## src/sv/accc_pkg.sv

```systemverilog
// shared constants and types of the adaptive command code coder
// used by accc_ctrl, accc_dp and adaptive_command_code_coder_core
package accc_pkg;

	localparam int SYM_W         = 5;
	localparam int WIN_W         = 8;
	localparam int CW_W          = 8;
	localparam int LEN_W         = 4;
	localparam int CNT_W         = 7;
	localparam int MODE_W        = 3;
	localparam int PHASE_W       = 2;
	localparam int CFG_IDX_W     = 2;
	localparam int CFG_DATA_W    = 5;

	localparam int NUM_SYMBOLS_DEF = 32;

	// coding modes
	localparam logic [MODE_W-1:0] MODE_PLAIN = 3'd1;
	localparam logic [MODE_W-1:0] MODE_ONE   = 3'd2;
	localparam logic [MODE_W-1:0] MODE_TWO   = 3'd3;
	localparam logic [MODE_W-1:0] MODE_THREE = 3'd4;

	// codeword lengths
	localparam int LEN_PLAIN = 5;
	localparam int LEN_ESC2  = 6;
	localparam int LEN_ESC3  = 7;
	localparam int LEN_ESC4  = 8;

	// startup phases and their adaptation thresholds
	localparam logic [PHASE_W-1:0] PHASE_FIRST  = 2'd0;
	localparam logic [PHASE_W-1:0] PHASE_SECOND = 2'd1;
	localparam logic [PHASE_W-1:0] PHASE_STEADY = 2'd2;
	localparam int THRESH_FIRST  = 5;
	localparam int THRESH_SECOND = 20;
	localparam int THRESH_STEADY = 100;

	// configuration register indexes
	localparam logic [CFG_IDX_W-1:0] CFG_DIRECTION = 2'd0;
	localparam logic [CFG_IDX_W-1:0] CFG_FIRST     = 2'd1;
	localparam logic [CFG_IDX_W-1:0] CFG_SECOND    = 2'd2;
	localparam logic [CFG_IDX_W-1:0] CFG_THIRD     = 2'd3;

	// reset shortcut symbols
	localparam logic [SYM_W-1:0] RST_FIRST  = 5'd17;
	localparam logic [SYM_W-1:0] RST_SECOND = 5'd18;
	localparam logic [SYM_W-1:0] RST_THIRD  = 5'd19;

	// starting ranking of the adaptation scan
	localparam logic [SYM_W-1:0] SCAN_S1 = 5'd0;
	localparam logic [SYM_W-1:0] SCAN_S2 = 5'd1;
	localparam logic [SYM_W-1:0] SCAN_S3 = 5'd2;

	typedef struct packed {
		logic accept;
		logic update;
		logic scan;
		logic cost;
		logic decide;
	} accc_cmd_t;

	typedef struct packed {
		logic adapt_due;
		logic scan_last;
	} accc_stat_t;

endpackage

```

## src/sv/accc_ctrl.sv

```systemverilog
// controller of the adaptive command code coder: item handshake and sequencing
// depends on accc_pkg
module accc_ctrl (
	input  logic                   clk,
	input  logic                   arst_n,
	input  logic                   in_valid,
	output logic                   in_stall,
	output logic                   out_valid,
	input  logic                   out_stall,
	input  accc_pkg::accc_stat_t   stat,
	output accc_pkg::accc_cmd_t    cmd
);

	localparam logic [2:0] ST_IDLE   = 3'd0;
	localparam logic [2:0] ST_UPD    = 3'd1;
	localparam logic [2:0] ST_SCAN   = 3'd2;
	localparam logic [2:0] ST_DRAIN  = 3'd3;
	localparam logic [2:0] ST_COST   = 3'd4;
	localparam logic [2:0] ST_DECIDE = 3'd5;

	logic [2:0] state_q;
	logic [2:0] state_nx;
	logic       out_valid_q;
	logic       accept;

	assign in_stall  = (state_q != ST_IDLE) || (out_valid_q && out_stall);
	assign accept    = in_valid && !in_stall;
	assign out_valid = out_valid_q;

	always_comb begin
		cmd        = '0;
		cmd.accept = accept;
		state_nx   = state_q;
		unique case (state_q)
			ST_IDLE: begin
				if (accept) state_nx = ST_UPD;
			end
			ST_UPD: begin
				cmd.update = 1'b1;
				state_nx   = stat.adapt_due ? ST_SCAN : ST_IDLE;
			end
			ST_SCAN: begin
				cmd.scan = 1'b1;
				if (stat.scan_last) state_nx = ST_DRAIN;
			end
			// last scanned count is ranked here
			ST_DRAIN: begin
				state_nx = ST_COST;
			end
			ST_COST: begin
				cmd.cost = 1'b1;
				state_nx = ST_DECIDE;
			end
			ST_DECIDE: begin
				cmd.decide = 1'b1;
				state_nx   = ST_IDLE;
			end
			default: begin
				state_nx = ST_IDLE;
			end
		endcase
	end

	always_ff @(posedge clk or negedge arst_n) begin
		if (!arst_n) begin
			state_q     <= ST_IDLE;
			out_valid_q <= 1'b0;
		end else begin
			state_q <= state_nx;
			if (accept) out_valid_q <= 1'b1;
			else if (out_valid_q && !out_stall) out_valid_q <= 1'b0;
		end
	end

endmodule

```

## src/sv/accc_dp.sv

```systemverilog
// datapath of the adaptive command code coder: coding, count memory, adaptation
// depends on accc_pkg
module accc_dp #(
	parameter int NUM_SYMBOLS = accc_pkg::NUM_SYMBOLS_DEF
) (
	input  logic                                clk,
	input  logic                                arst_n,
	input  accc_pkg::accc_cmd_t                 cmd,
	output accc_pkg::accc_stat_t                stat,
	input  logic                                cfg_we,
	input  logic [accc_pkg::CFG_IDX_W-1:0]      cfg_index,
	input  logic [accc_pkg::CFG_DATA_W-1:0]     cfg_data,
	input  logic [accc_pkg::SYM_W-1:0]          symbol,
	input  logic [accc_pkg::WIN_W-1:0]          bit_window,
	output logic [accc_pkg::CW_W-1:0]           codeword,
	output logic [accc_pkg::LEN_W-1:0]          bit_count,
	output logic [accc_pkg::SYM_W-1:0]          decoded_symbol
);

	localparam int SYM_W  = accc_pkg::SYM_W;
	localparam int CNT_W  = accc_pkg::CNT_W;
	localparam int IDX_W  = (NUM_SYMBOLS > 1) ? $clog2(NUM_SYMBOLS) : 1;
	localparam int TOT_W  = CNT_W + IDX_W;
	localparam int SZ_W   = TOT_W + 3;
	localparam logic [SYM_W:0]   NUM_L     = (SYM_W + 1)'(NUM_SYMBOLS);
	localparam logic [IDX_W-1:0] LAST_IDX  = IDX_W'(NUM_SYMBOLS - 1);

	// live coding state
	logic [accc_pkg::MODE_W-1:0]  mode_q;
	logic [SYM_W-1:0]             first_q, second_q, third_q;
	logic                         dir_q;
	logic [CNT_W-1:0]             since_q;
	logic [accc_pkg::PHASE_W-1:0] phase_q;

	// count memory with reset-cleared valid bits
	logic [CNT_W-1:0]       cnt_mem [NUM_SYMBOLS];
	logic [NUM_SYMBOLS-1:0] cnt_vld_q;
	logic [CNT_W-1:0]       rd_q;
	logic                   rd_vld_q;
	logic [IDX_W-1:0]       rd_addr;
	logic                   rd_en;
	logic [CNT_W-1:0]       rd_cnt;

	// item held for the count update
	logic [SYM_W-1:0] sym_s1;
	logic             in_range_s1;

	// adaptation scan
	logic [IDX_W-1:0] scan_idx_q, scan_didx_q;
	logic             scan_dv_q;
	logic [SYM_W-1:0] s1_q, s2_q, s3_q;
	logic [CNT_W-1:0] c1_q, c2_q, c3_q;
	logic [TOT_W-1:0] total_q;
	logic [SZ_W-1:0]  sz1_q, sz2_q, sz3_q, sz4_q;

	logic [accc_pkg::MODE_W-1:0] mode_eff;
	logic [accc_pkg::CW_W-1:0]   cw_res;
	logic [accc_pkg::LEN_W-1:0]  len_res;
	logic [SYM_W-1:0]            sym_res;
	logic                        sym_in_range;
	logic [CNT_W-1:0]            since_nx;
	logic [TOT_W-1:0]            rest2, rest3, rest4;
	logic [SZ_W-1:0]             best;
	logic [SYM_W-1:0]            didx_sym;

	always_comb begin
		mode_eff = mode_q;
		if (mode_q != accc_pkg::MODE_PLAIN && mode_q != accc_pkg::MODE_ONE &&
			mode_q != accc_pkg::MODE_TWO) mode_eff = accc_pkg::MODE_THREE;
	end

	// encode or decode the item with the current code
	always_comb begin
		cw_res  = '0;
		sym_res = symbol;
		len_res = accc_pkg::LEN_W'(accc_pkg::LEN_PLAIN);
		if (!dir_q) begin
			if (mode_eff == accc_pkg::MODE_PLAIN) begin
				cw_res = accc_pkg::CW_W'(symbol);
			end else if (symbol == first_q) begin
				cw_res  = accc_pkg::CW_W'(1);
				len_res = accc_pkg::LEN_W'(1);
			end else if (mode_eff != accc_pkg::MODE_ONE && symbol == second_q) begin
				cw_res  = accc_pkg::CW_W'(1);
				len_res = accc_pkg::LEN_W'(2);
			end else if (mode_eff == accc_pkg::MODE_THREE && symbol == third_q) begin
				cw_res  = accc_pkg::CW_W'(1);
				len_res = accc_pkg::LEN_W'(3);
			end else begin
				cw_res  = accc_pkg::CW_W'(symbol);
				len_res = accc_pkg::LEN_W'(mode_eff) + accc_pkg::LEN_W'(4);
			end
		end else begin
			if (mode_eff == accc_pkg::MODE_PLAIN) begin
				sym_res = bit_window[7:3];
			end else if (bit_window[7]) begin
				sym_res = first_q;
				len_res = accc_pkg::LEN_W'(1);
			end else if (mode_eff != accc_pkg::MODE_ONE && bit_window[6]) begin
				sym_res = second_q;
				len_res = accc_pkg::LEN_W'(2);
			end else if (mode_eff == accc_pkg::MODE_THREE && bit_window[5]) begin
				sym_res = third_q;
				len_res = accc_pkg::LEN_W'(3);
			end else begin
				len_res = accc_pkg::LEN_W'(mode_eff) + accc_pkg::LEN_W'(4);
				case (mode_eff)
					accc_pkg::MODE_ONE: sym_res = bit_window[6:2];
					accc_pkg::MODE_TWO: sym_res = bit_window[5:1];
					default:            sym_res = bit_window[4:0];
				endcase
			end
		end
	end

	assign sym_in_range = {1'b0, sym_res} < NUM_L;

	// one read port shared by the item lookup and the scan
	assign rd_en   = (cmd.accept && sym_in_range) || cmd.scan;
	assign rd_addr = cmd.scan ? scan_idx_q : sym_res[IDX_W-1:0];
	assign rd_cnt  = rd_vld_q ? rd_q : '0;

	always_ff @(posedge clk) begin
		if (rd_en) rd_q <= cnt_mem[rd_addr];
		if (cmd.update && in_range_s1) cnt_mem[sym_s1[IDX_W-1:0]] <= rd_cnt + CNT_W'(1);
	end

	always_ff @(posedge clk or negedge arst_n) begin
		if (!arst_n) begin
			cnt_vld_q <= '0;
			rd_vld_q  <= 1'b0;
		end else begin
			if (rd_en) rd_vld_q <= cnt_vld_q[rd_addr];
			if (cmd.decide) cnt_vld_q <= '0;
			else if (cmd.update && in_range_s1) cnt_vld_q[sym_s1[IDX_W-1:0]] <= 1'b1;
		end
	end

	// adaptation schedule
	assign since_nx = since_q + CNT_W'(1);
	assign stat.adapt_due =
		(phase_q == accc_pkg::PHASE_FIRST  && since_nx > CNT_W'(accc_pkg::THRESH_FIRST)) ||
		(phase_q == accc_pkg::PHASE_SECOND && since_nx > CNT_W'(accc_pkg::THRESH_SECOND)) ||
		(phase_q == accc_pkg::PHASE_STEADY && since_nx > CNT_W'(accc_pkg::THRESH_STEADY));
	assign stat.scan_last = scan_idx_q == LAST_IDX;

	// output register and item capture
	always_ff @(posedge clk) begin
		if (cmd.accept) begin
			codeword       <= cw_res;
			bit_count      <= len_res;
			decoded_symbol <= sym_res;
			sym_s1         <= sym_res;
			in_range_s1    <= sym_in_range;
		end
	end

	// scan ranking, costs
	assign didx_sym = SYM_W'(scan_didx_q);
	assign rest2    = total_q - TOT_W'(c1_q);
	assign rest3    = rest2 - TOT_W'(c2_q);
	assign rest4    = rest3 - TOT_W'(c3_q);

	always_ff @(posedge clk) begin
		if (cmd.update) begin
			scan_idx_q <= '0;
			s1_q       <= accc_pkg::SCAN_S1;
			s2_q       <= accc_pkg::SCAN_S2;
			s3_q       <= accc_pkg::SCAN_S3;
			c1_q       <= '0;
			c2_q       <= '0;
			c3_q       <= '0;
			total_q    <= '0;
		end
		if (cmd.scan) begin
			scan_idx_q  <= scan_idx_q + IDX_W'(1);
			scan_didx_q <= scan_idx_q;
		end
		if (scan_dv_q) begin
			total_q <= total_q + TOT_W'(rd_cnt);
			if (rd_cnt > c3_q) begin
				if (rd_cnt > c1_q) begin
					s3_q <= s2_q;     c3_q <= c2_q;
					s2_q <= s1_q;     c2_q <= c1_q;
					s1_q <= didx_sym; c1_q <= rd_cnt;
				end else if (rd_cnt > c2_q) begin
					s3_q <= s2_q;     c3_q <= c2_q;
					s2_q <= didx_sym; c2_q <= rd_cnt;
				end else begin
					s3_q <= didx_sym; c3_q <= rd_cnt;
				end
			end
		end
		if (cmd.cost) begin
			sz1_q <= SZ_W'(total_q) * SZ_W'(accc_pkg::LEN_PLAIN);
			sz2_q <= SZ_W'(c1_q) + SZ_W'(rest2) * SZ_W'(accc_pkg::LEN_ESC2);
			sz3_q <= SZ_W'(c1_q) + (SZ_W'(c2_q) << 1) + SZ_W'(rest3) * SZ_W'(accc_pkg::LEN_ESC3);
			sz4_q <= SZ_W'(c1_q) + (SZ_W'(c2_q) << 1) + SZ_W'(c3_q) * SZ_W'(3)
				+ SZ_W'(rest4) * SZ_W'(accc_pkg::LEN_ESC4);
		end
	end

	always_comb begin
		best = sz1_q;
		if (sz2_q < best) best = sz2_q;
		if (sz3_q < best) best = sz3_q;
		if (sz4_q < best) best = sz4_q;
	end

	// live state: configuration, schedule and adaptation result
	always_ff @(posedge clk or negedge arst_n) begin
		if (!arst_n) begin
			mode_q    <= accc_pkg::MODE_THREE;
			first_q   <= accc_pkg::RST_FIRST;
			second_q  <= accc_pkg::RST_SECOND;
			third_q   <= accc_pkg::RST_THIRD;
			dir_q     <= 1'b0;
			since_q   <= '0;
			phase_q   <= accc_pkg::PHASE_FIRST;
			scan_dv_q <= 1'b0;
		end else begin
			scan_dv_q <= cmd.scan;
			if (cfg_we) begin
				unique case (cfg_index)
					accc_pkg::CFG_DIRECTION: dir_q    <= cfg_data[0];
					accc_pkg::CFG_FIRST:     first_q  <= cfg_data;
					accc_pkg::CFG_SECOND:    second_q <= cfg_data;
					accc_pkg::CFG_THIRD:     third_q  <= cfg_data;
					default: ;
				endcase
			end
			if (cmd.update) begin
				if (stat.adapt_due) begin
					since_q <= '0;
					if (phase_q == accc_pkg::PHASE_FIRST) phase_q <= accc_pkg::PHASE_SECOND;
					else if (phase_q == accc_pkg::PHASE_SECOND)
						phase_q <= accc_pkg::PHASE_STEADY;
				end else begin
					since_q <= since_nx;
				end
			end
			if (cmd.decide) begin
				if (best == sz1_q) begin
					mode_q <= accc_pkg::MODE_PLAIN;
				end else if (best == sz2_q) begin
					mode_q  <= accc_pkg::MODE_ONE;
					first_q <= s1_q;
				end else if (best == sz3_q) begin
					mode_q   <= accc_pkg::MODE_TWO;
					first_q  <= s1_q;
					second_q <= s2_q;
				end else begin
					mode_q   <= accc_pkg::MODE_THREE;
					first_q  <= s1_q;
					second_q <= s2_q;
					third_q  <= s3_q;
				end
			end
		end
	end

endmodule

```

## src/sv/adaptive_command_code_coder_core.sv

```systemverilog
// top level of the adaptive command code coder
// depends on accc_pkg, accc_ctrl and accc_dp
//
//  channel | handshake           | payload
//  --------+---------------------+--------------------------------------
//  in      | in_valid / in_stall | symbol, bit_window
//  out     | out_valid/out_stall | codeword, bit_count, decoded_symbol
//  cfg     | cfg_we              | cfg_index, cfg_data
//
// an item is coded and its count read, then the count is written back
// a re-adaptation scans the count memory through its single read port, then ranks
// the last count, computes the costs and picks the cheapest code; reset clears the
// count memory through its valid bits at once, no clearing pass; a result waits in
// the output register, and a new item is taken when idle and it is free or taken
module adaptive_command_code_coder_core #(
	parameter int NUM_SYMBOLS = accc_pkg::NUM_SYMBOLS_DEF
) (
	input  logic                              clk,
	input  logic                              arst_n,
	input  logic                              in_valid,
	output logic                              in_stall,
	input  logic [accc_pkg::SYM_W-1:0]        symbol,
	input  logic [accc_pkg::WIN_W-1:0]        bit_window,
	output logic                              out_valid,
	input  logic                              out_stall,
	output logic [accc_pkg::CW_W-1:0]         codeword,
	output logic [accc_pkg::LEN_W-1:0]        bit_count,
	output logic [accc_pkg::SYM_W-1:0]        decoded_symbol,
	input  logic                              cfg_we,
	input  logic [accc_pkg::CFG_IDX_W-1:0]    cfg_index,
	input  logic [accc_pkg::CFG_DATA_W-1:0]   cfg_data
);

	accc_pkg::accc_cmd_t  cmd;
	accc_pkg::accc_stat_t stat;

	accc_ctrl u_ctrl (
		.clk       (clk),
		.arst_n    (arst_n),
		.in_valid  (in_valid),
		.in_stall  (in_stall),
		.out_valid (out_valid),
		.out_stall (out_stall),
		.stat      (stat),
		.cmd       (cmd)
	);

	accc_dp #(
		.NUM_SYMBOLS (NUM_SYMBOLS)
	) u_dp (
		.clk            (clk),
		.arst_n         (arst_n),
		.cmd            (cmd),
		.stat           (stat),
		.cfg_we         (cfg_we),
		.cfg_index      (cfg_index),
		.cfg_data       (cfg_data),
		.symbol         (symbol),
		.bit_window     (bit_window),
		.codeword       (codeword),
		.bit_count      (bit_count),
		.decoded_symbol (decoded_symbol)
	);

endmodule
```

## config.mk

```make
export PLATFORM = sky130hd
export DESIGN_NAME = adaptive_command_code_coder_core
export DESIGN_NICKNAME = d
export VERILOG_FILES = /design/src/sv/accc_pkg.sv /design/src/sv/accc_ctrl.sv /design/src/sv/accc_dp.sv /design/src/sv/adaptive_command_code_coder_core.sv
export SDC_FILE = /design/constraint.sdc
export NUM_CORES = 1
export LEC_CHECK = 0
export ABC_AREA = 1
export BUFFER_PORTS_ARGS = -buffer_cell sky130_fd_sc_hd__buf_2
export CAP_MARGIN = 20
export CORE_MARGIN = 2
export CORE_UTILIZATION = 50
export CTS_BUF_LIST = sky130_fd_sc_hd__clkbuf_2
export CTS_CLUSTER_SIZE = 25
export DETAILED_ROUTE_END_ITERATION = 8
export MAX_ROUTING_LAYER = met4
export PLACE_DENSITY = 0.66
export SYNTH_ARGS = -nofsm -noshare
export SYNTH_HDL_FRONTEND = slang
export SYNTH_HIERARCHICAL = 1
export SYNTH_SLANG_ARGS = --single-unit
```

## constraint.sdc

```tcl
create_clock -name clk -period 7.4 [get_ports clk]
set_input_delay 0.37 -clock clk [delete_from_list [all_inputs] [get_ports clk]]
set_output_delay 0.37 -clock clk [all_outputs]
set_load 0.05 [all_outputs]
```

# Word level (Yosys, flattened, before mapping)
# Memory sizes are Yosys's and may differ from the RTL's. A register that Yosys moved wholly into a read port is not among the register bits.
# Cells that the tools add are included.
# W data, S select, Z words.
dict set report totals {
  register_bits 201
  mem_bits_rw 224
  input_bits 25
  out_inout_bits 19
  word_cells 215
  memories 1
}
dict set report op_classes {
  n_addsub 13
  mul 4
  n_lt_le_gt_ge 12
  eq_ne 27
  mux 96
  bitwise_logic 1
  reduce_logical 32
}
# name depth width rd rd_ports_with_merged_regs wr line
set memory_table {}
lappend memory_table {u_dp.cnt_mem 32 7 1 1 1 accc_dp.sv:36} ;# logic [CNT_W-1:0] cnt_mem [NUM_SYMBOLS];
# operator count
set ops {}
lappend ops {{$mux W5} 41}
lappend ops {{$mux W7} 16}
lappend ops {{$mux W32} 2}
lappend ops {{$eq A15 B15 Y1} 3}
lappend ops {{$lt A15 B15 Y1} 3}
lappend ops {{$mux W15} 3}
lappend ops {{$mux W4} 9}
lappend ops {{$sub A12 B7 Y12} 3}
lappend ops {{$or A32 B32 Y32} 1}
lappend ops {{$add A15 B15 Y15} 2}
lappend ops {{$mul A12 B3 Y15 const B} 2}
lappend ops {{$mux W12} 2}
lappend ops {{$gt A7 B7 Y1} 3}
lappend ops {{$mux W3} 6}
lappend ops {{$add A15 B9 Y15} 1}
lappend ops {{$add A7 B15 Y15} 1}
lappend ops {{$eq A5 B5 Y1} 3}
lappend ops {{$pmux W3 S5} 1}
lappend ops {{$add A7 B1 Y7 const B} 2}
lappend ops {{$mul A12 B2 Y14 const B} 1}
lappend ops {{$logic_and A1 B1 Y1} 13}
lappend ops {{$add A12 B7 Y12} 1}
lappend ops {{$eq A3 B2 Y1 const B} 4}
lappend ops {{$lt A5 B6 Y1 const B} 2}
lappend ops {{31 further kinds} 60}

# Depth between registers and ports, before layout
dict set report logic_depth {
  ltp_word 14
  depth_mapped 50
  ltp_nobuf 46
}

# Cells and area by module
# Netlist, hierarchy kept.
# module n_inst cells_per_inst area_per_inst_um2 seq_area_each_um2
set modules_own_cells {}
lappend modules_own_cells {accc_dp 1 2712 25030.3 12101.6}
lappend modules_own_cells {accc_ctrl 1 30 230.2 100.1}

# Least setup slack after synthesis
# OpenSTA, ideal clock, no wires.
dict set report synth_timing {
  path_kind {register to register}
  start {register u_dp.sz2_q[14]}
  end {register u_dp.third_q[2]}
  setup_time_ns 0.117
  arrival_time_ns 5.575
  t_required_ns 7.283
  setup_slack_ns 1.708
  path_stages_with_launch 40
  n_path_buf 6
  period_less_slack_ns 5.692
  path_cell_list {edfxtp_1 -> ha_1 -> nand2_1 -> nor2_1 -> nand2_1 -> nor2_1 -> nand2_1 -> nand2_1 -> clkbuf_1 -> clkbuf_1 -> nand2_1 -> o21ai_0 -> ha_1 -> nand2_1 -> o21bai_1 -> a21oi_1 -> a2111oi_0 -> nand2_2 -> (+4 left out) -> inv_1 -> ha_1 -> nand2_1 -> nor2_1 -> a211oi_1 -> o221a_2 -> buf_2 -> clkbuf_1 -> nand3_1 -> nand3_1 -> nand2_1 -> nor2_1 -> nand2_1 -> nor2_2 -> a21boi_4 -> buf_6 -> nand3_1 -> nand2_1}
}
dict set report synth_via {
  elab_chain_cells 11
  word_cells_on_any_way 13
  classes_between {3 x order compare; 3 x eq/ne; 7 x mux}
}
# element line
set synth_rtl {}
lappend synth_rtl {{from (decl)} accc_dp.sv:54} ;# logic [SZ_W-1:0] sz1_q, sz2_q, sz3_q, sz4_q;
lappend synth_rtl {{from (signal assigned)} accc_dp.sv:196} ;# sz2_q <= SZ_W'(c1_q) + SZ_W'(rest2) * SZ_W'(accc_pkg::LEN_ESC2);
lappend synth_rtl {{$lt A15 B15 Y1} accc_dp.sv:205} ;# if (sz2_q < best) best = sz2_q;
lappend synth_rtl {{$mux W15} accc_dp.sv:205}
lappend synth_rtl {{$lt A15 B15 Y1} accc_dp.sv:206} ;# if (sz3_q < best) best = sz3_q;
lappend synth_rtl {{$mux W15} accc_dp.sv:206}
lappend synth_rtl {{$lt A15 B15 Y1} accc_dp.sv:207} ;# if (sz4_q < best) best = sz4_q;
lappend synth_rtl {{$mux W15} accc_dp.sv:207}
lappend synth_rtl {{$eq A15 B15 Y1} accc_dp.sv:248} ;# end else if (best == sz3_q) begin
lappend synth_rtl {{$mux W5} accc_dp.sv:248}
lappend synth_rtl {{$mux W5} accc_dp.sv:245} ;# end else if (best == sz2_q) begin
lappend synth_rtl {{$mux W5 (*)} accc_dp.sv:243} ;# if (best == sz1_q) begin
lappend synth_rtl {{$mux W5 (*)} accc_dp.sv:242} ;# if (cmd.decide) begin
lappend synth_rtl {{to (signal assigned)} accc_dp.sv:216} ;# third_q <= accc_pkg::RST_THIRD;
lappend synth_rtl {{to (signal assigned)} accc_dp.sv:228} ;# accc_pkg::CFG_THIRD: third_q <= cfg_data;
lappend synth_rtl {{to (signal assigned)} accc_dp.sv:256} ;# third_q <= s3_q;
lappend synth_rtl {{to (decl)} accc_dp.sv:30} ;# logic [SYM_W-1:0] first_q, second_q, third_q;
# Every way passes the cells marked *; elsewhere a longest branch is shown, timed or not.
# A chain may end at the register's enable or synchronous reset.

# Worst setup path in the final report
dict set report layout_timing {
  start {register u_dp.sz1_q[12]}
  end {register u_dp.third_q[1]}
}
dict set report layout_via {
  elab_chain_cells 11
  word_cells_on_any_way 13
  classes_between {3 x order compare; 3 x eq/ne; 7 x mux}
}
# element line
set layout_rtl {}
lappend layout_rtl {{from (decl)} accc_dp.sv:54}
lappend layout_rtl {{from (signal assigned)} accc_dp.sv:195} ;# sz1_q <= SZ_W'(total_q) * SZ_W'(accc_pkg::LEN_PLAIN);
lappend layout_rtl {{$lt A15 B15 Y1} accc_dp.sv:205}
lappend layout_rtl {{$mux W15} accc_dp.sv:205}
lappend layout_rtl {{$lt A15 B15 Y1} accc_dp.sv:206}
lappend layout_rtl {{$mux W15} accc_dp.sv:206}
lappend layout_rtl {{$lt A15 B15 Y1} accc_dp.sv:207}
lappend layout_rtl {{$mux W15} accc_dp.sv:207}
lappend layout_rtl {{$eq A15 B15 Y1} accc_dp.sv:248}
lappend layout_rtl {{$mux W5} accc_dp.sv:248}
lappend layout_rtl {{$mux W5} accc_dp.sv:245}
lappend layout_rtl {{$mux W5 (*)} accc_dp.sv:243}
lappend layout_rtl {{$mux W5 (*)} accc_dp.sv:242}
# Marked as above.

==> metrics.md <==
| Metric | Value |
|---|---|
| Outcome | completed |
| CP bufs+invs | 5 |
| Largest cells by area after synthesis | edfxtp_1 39%, ha_1 9.2%, nand2_1 5.9% |
| CP top delay family | simple AND/OR/NAND/NOR gates |
| Type of the worst setup path | flop to flop |
| Number of CTS-inserted buffers | 107 |
| Cell area after synthesis | 25,260 sq um |
| CTS H-Tree Depth | 3 |
| Syn Area/Cell | 9.212 sq um |
| Slowest CP cell | edfxtp_1 |
| Drt via density | 5.573 |
| #FFs+latches synth | ~430 |
| CTS Root Cell | clkbuf_2 |
| Hold Fails Final Rpt | 0 |
| Critical path data arrival time | around 7.9 ns |
| Setup TNS | 0 ns |
| Post-synth EDFFs | 327 |
| Die width | 228.8 um |
| Fin nets | 3,114 |
| RSZ-0062 raised after global routing | no |
| Die height | 228.8 um |
| Critical Path Source Type | flop |
| Postcts setup bufs | 0 |
| DRT iter0 DRCs | 1,822 |
| Cell Rows | 82 |
| Final min period | approximately 6.8 ns |
| First-pass iteration count of the detailed router | 6 |
| GP Congestion | 0.9450 |
| Initial Utilization | 0.5056 |
| Port bufs | 40 |
| Top FF cell, synth | edfxtp_1 |
| Crit share post-route | 0.9240 |
| Layout cells sized above 1 | 0.09956 |
| First-pass GRT wire length | 107.7 mm |
| Vias in the first global route | roughly 20,000 |
| Final setup fails | 0 |
| Layout area overhead | 8.950% |
| Core Footprint | 49,970 sq um |
| Setup crit end kind | flop |
| Distinct cells, synth | between 50 and 60 |
| DIE AREA | 52,340 sq um |
| Remaining DRCs | 0 |
| Gr ovfl total | 0 |
| Least-Margin Pin Slew | 1.008 ns |
| Synth area leader | edfxtp_1 |
| Clock slew at reported path FFs | ~0.12 ns |
| # fillers | 4,512 |
| # Max-Cap Violations | 0 |
| Post-synth top area share | 0.3887 |
| CTS tree | done |
| Clk Latency, worst-skew pair | 1.10 ns |
| Max FO, Critical Path | 28 |
| HP Class | input pin to flop |
| Gate Count Post-Synth | about 2,700 |
| GR Util All Layers | 0.2705 |
| Number of synthesis warnings | 6 |
| Commonest non-fill, non-tap cell in the layout | nand2_1 |
| CP peak stage delay | 0.46 ns |
| Worst slew margin | 0.3279 |
| Final WL | 68.80 mm |
| Slew Limit Fails | 0 |
| Clk_skew | between 0.1 and 0.15 ns |
| Largest net degree at the start of global routing | 75 |
| Post-DP HPWL | 48.93 mm |
| Crit path top cell by count | nand2_1 |
| Vias | ~20,000 |
| Async set-or-reset flop fraction in the synthesized netlist | 0.1538 |
| Wirelength per Cell | 18.97 um |
| Worst path required time | 8.42 ns |
| Commonest cells after routing, fill and taps aside | 397 x nand2_1, 350 x nor2_1, 327 x edfxtp_1 |
| Final core occ | 0.5508 |
| Clk sinks | 429 |
| Number of top-level pins | 44 |
| Max clock buf depth | 3 |
| Register area | about 12,000 sq um |
| Detail Route Antenna Nets | 0 |
| Area of the multi-input gates | around 11,000 sq um |
| Initial antenna violation count | 1 |
| Sequential-to-total area share from yosys stat | 0.4830 |
| Fmax | 146.3 MHz |
## registers in the layout, summed over array words and instances (netlist names), 12 cells and up
| name | flops |
|---|---|
| u_dp/cnt_mem | 224 |
| u_dp/cnt_vld_q | 32 |
| u_dp/sz1_q | 15 |
| u_dp/sz2_q | 15 |
| u_dp/sz3_q | 15 |
| u_dp/sz4_q | 15 |
| u_dp/total_q | 12 |
## what timing repair did
action                                 4_1_cts  5_1_grt
resized for setup                            0        3
endpoints found under the hold margin      111        0
hold buffers                                30        0
setup endpoints to repair                    0       18
## logic make-up after synthesis
family | share of synthesized area
compound gates | 0.1303
xor+xnor | 0.03467
fa+ha+maj | 0.1238
buf+inv | 0.06474
flops | 0.4830
other cells | 0.0001485
simple gates | 0.1633
## metal layers
metal  vias up  track usage  part of all wire
met5         -            -                 0
met4         0      0.09963             0.028
met3       138      0.03755             0.065
met2       726       0.4391              0.48
met1      9643       0.3473              0.43
li1       9699            -                 -
## area by class of cell
cell class                      count  area share
Antenna cell                        1  0.00009093
Clock buffer                      159     0.02891
Clock inverter                     40    0.006365
Inverter                          330     0.04505
Multi-Input combinational cell   1896      0.4177
Sequential cell                   429      0.4434
Tap cell                          672     0.03055
Timing Repair Buffer               99     0.02801
## cell usage after synthesis (all sizes together), types with 9 or more instances
library cell and n:
clkbuf 65, nand2 409, nor2 357, o221ai 33
nor3 31, inv 326, fa 40, xnor2 30
edfxtp 327, buf 24, o21ai 297, a21oi 131
xor2 70, dfxtp 36, o31ai 12, nand3 151
nand3b 22, o22ai 42, o21bai 10, nand4 9
a221oi 10, o211ai 12, dfrtp 58, ha 186
## metrics by stage
step                      hold slack [ns]  cell area (sq um)  worst slack (ns)  instances
after global routing               0.2123              27520           0.04982       3626
after global placement             0.4534              26200            0.2270       3395
after floorplan                   0.07441              25270             1.708       2744
after detailed placement           0.4557              26200            0.3452       3395
final                              0.2389              27520            0.5624       3626
after CTS                          0.1038              27490            0.3404       3624
## final timing paths
check,start,end,slack (ns),depth (start not counted)
min in group asynchronous,arst_n,u_dp/cnt_vld_q[0],0.33,3
worst min-delay path,bit_window[1],u_dp/sym_s1[0],0.24,7
worst max register to register,u_dp/sz1_q[12],u_dp/third_q[1],0.56,38
worst max-delay path,u_dp/sz1_q[12],u_dp/third_q[1],0.56,38
worst min register to register,u_dp/s1_q[3],u_dp/first_q[3],0.47,2
max in group asynchronous,arst_n,u_dp/cnt_vld_q[9],6.48,4
## tightest hold or removal path, cell delays in order
cell      delay, ns
buf_2          0.09
nor2_1         0.04
nor3_1         0.18
o221ai_1       0.15
nand4_1        0.10
o21ai_1        0.19
inv_1          0.11
Power is not shown: default switching activity piles up to over one toggle a cycle in this logic, so the estimate is an artifact.
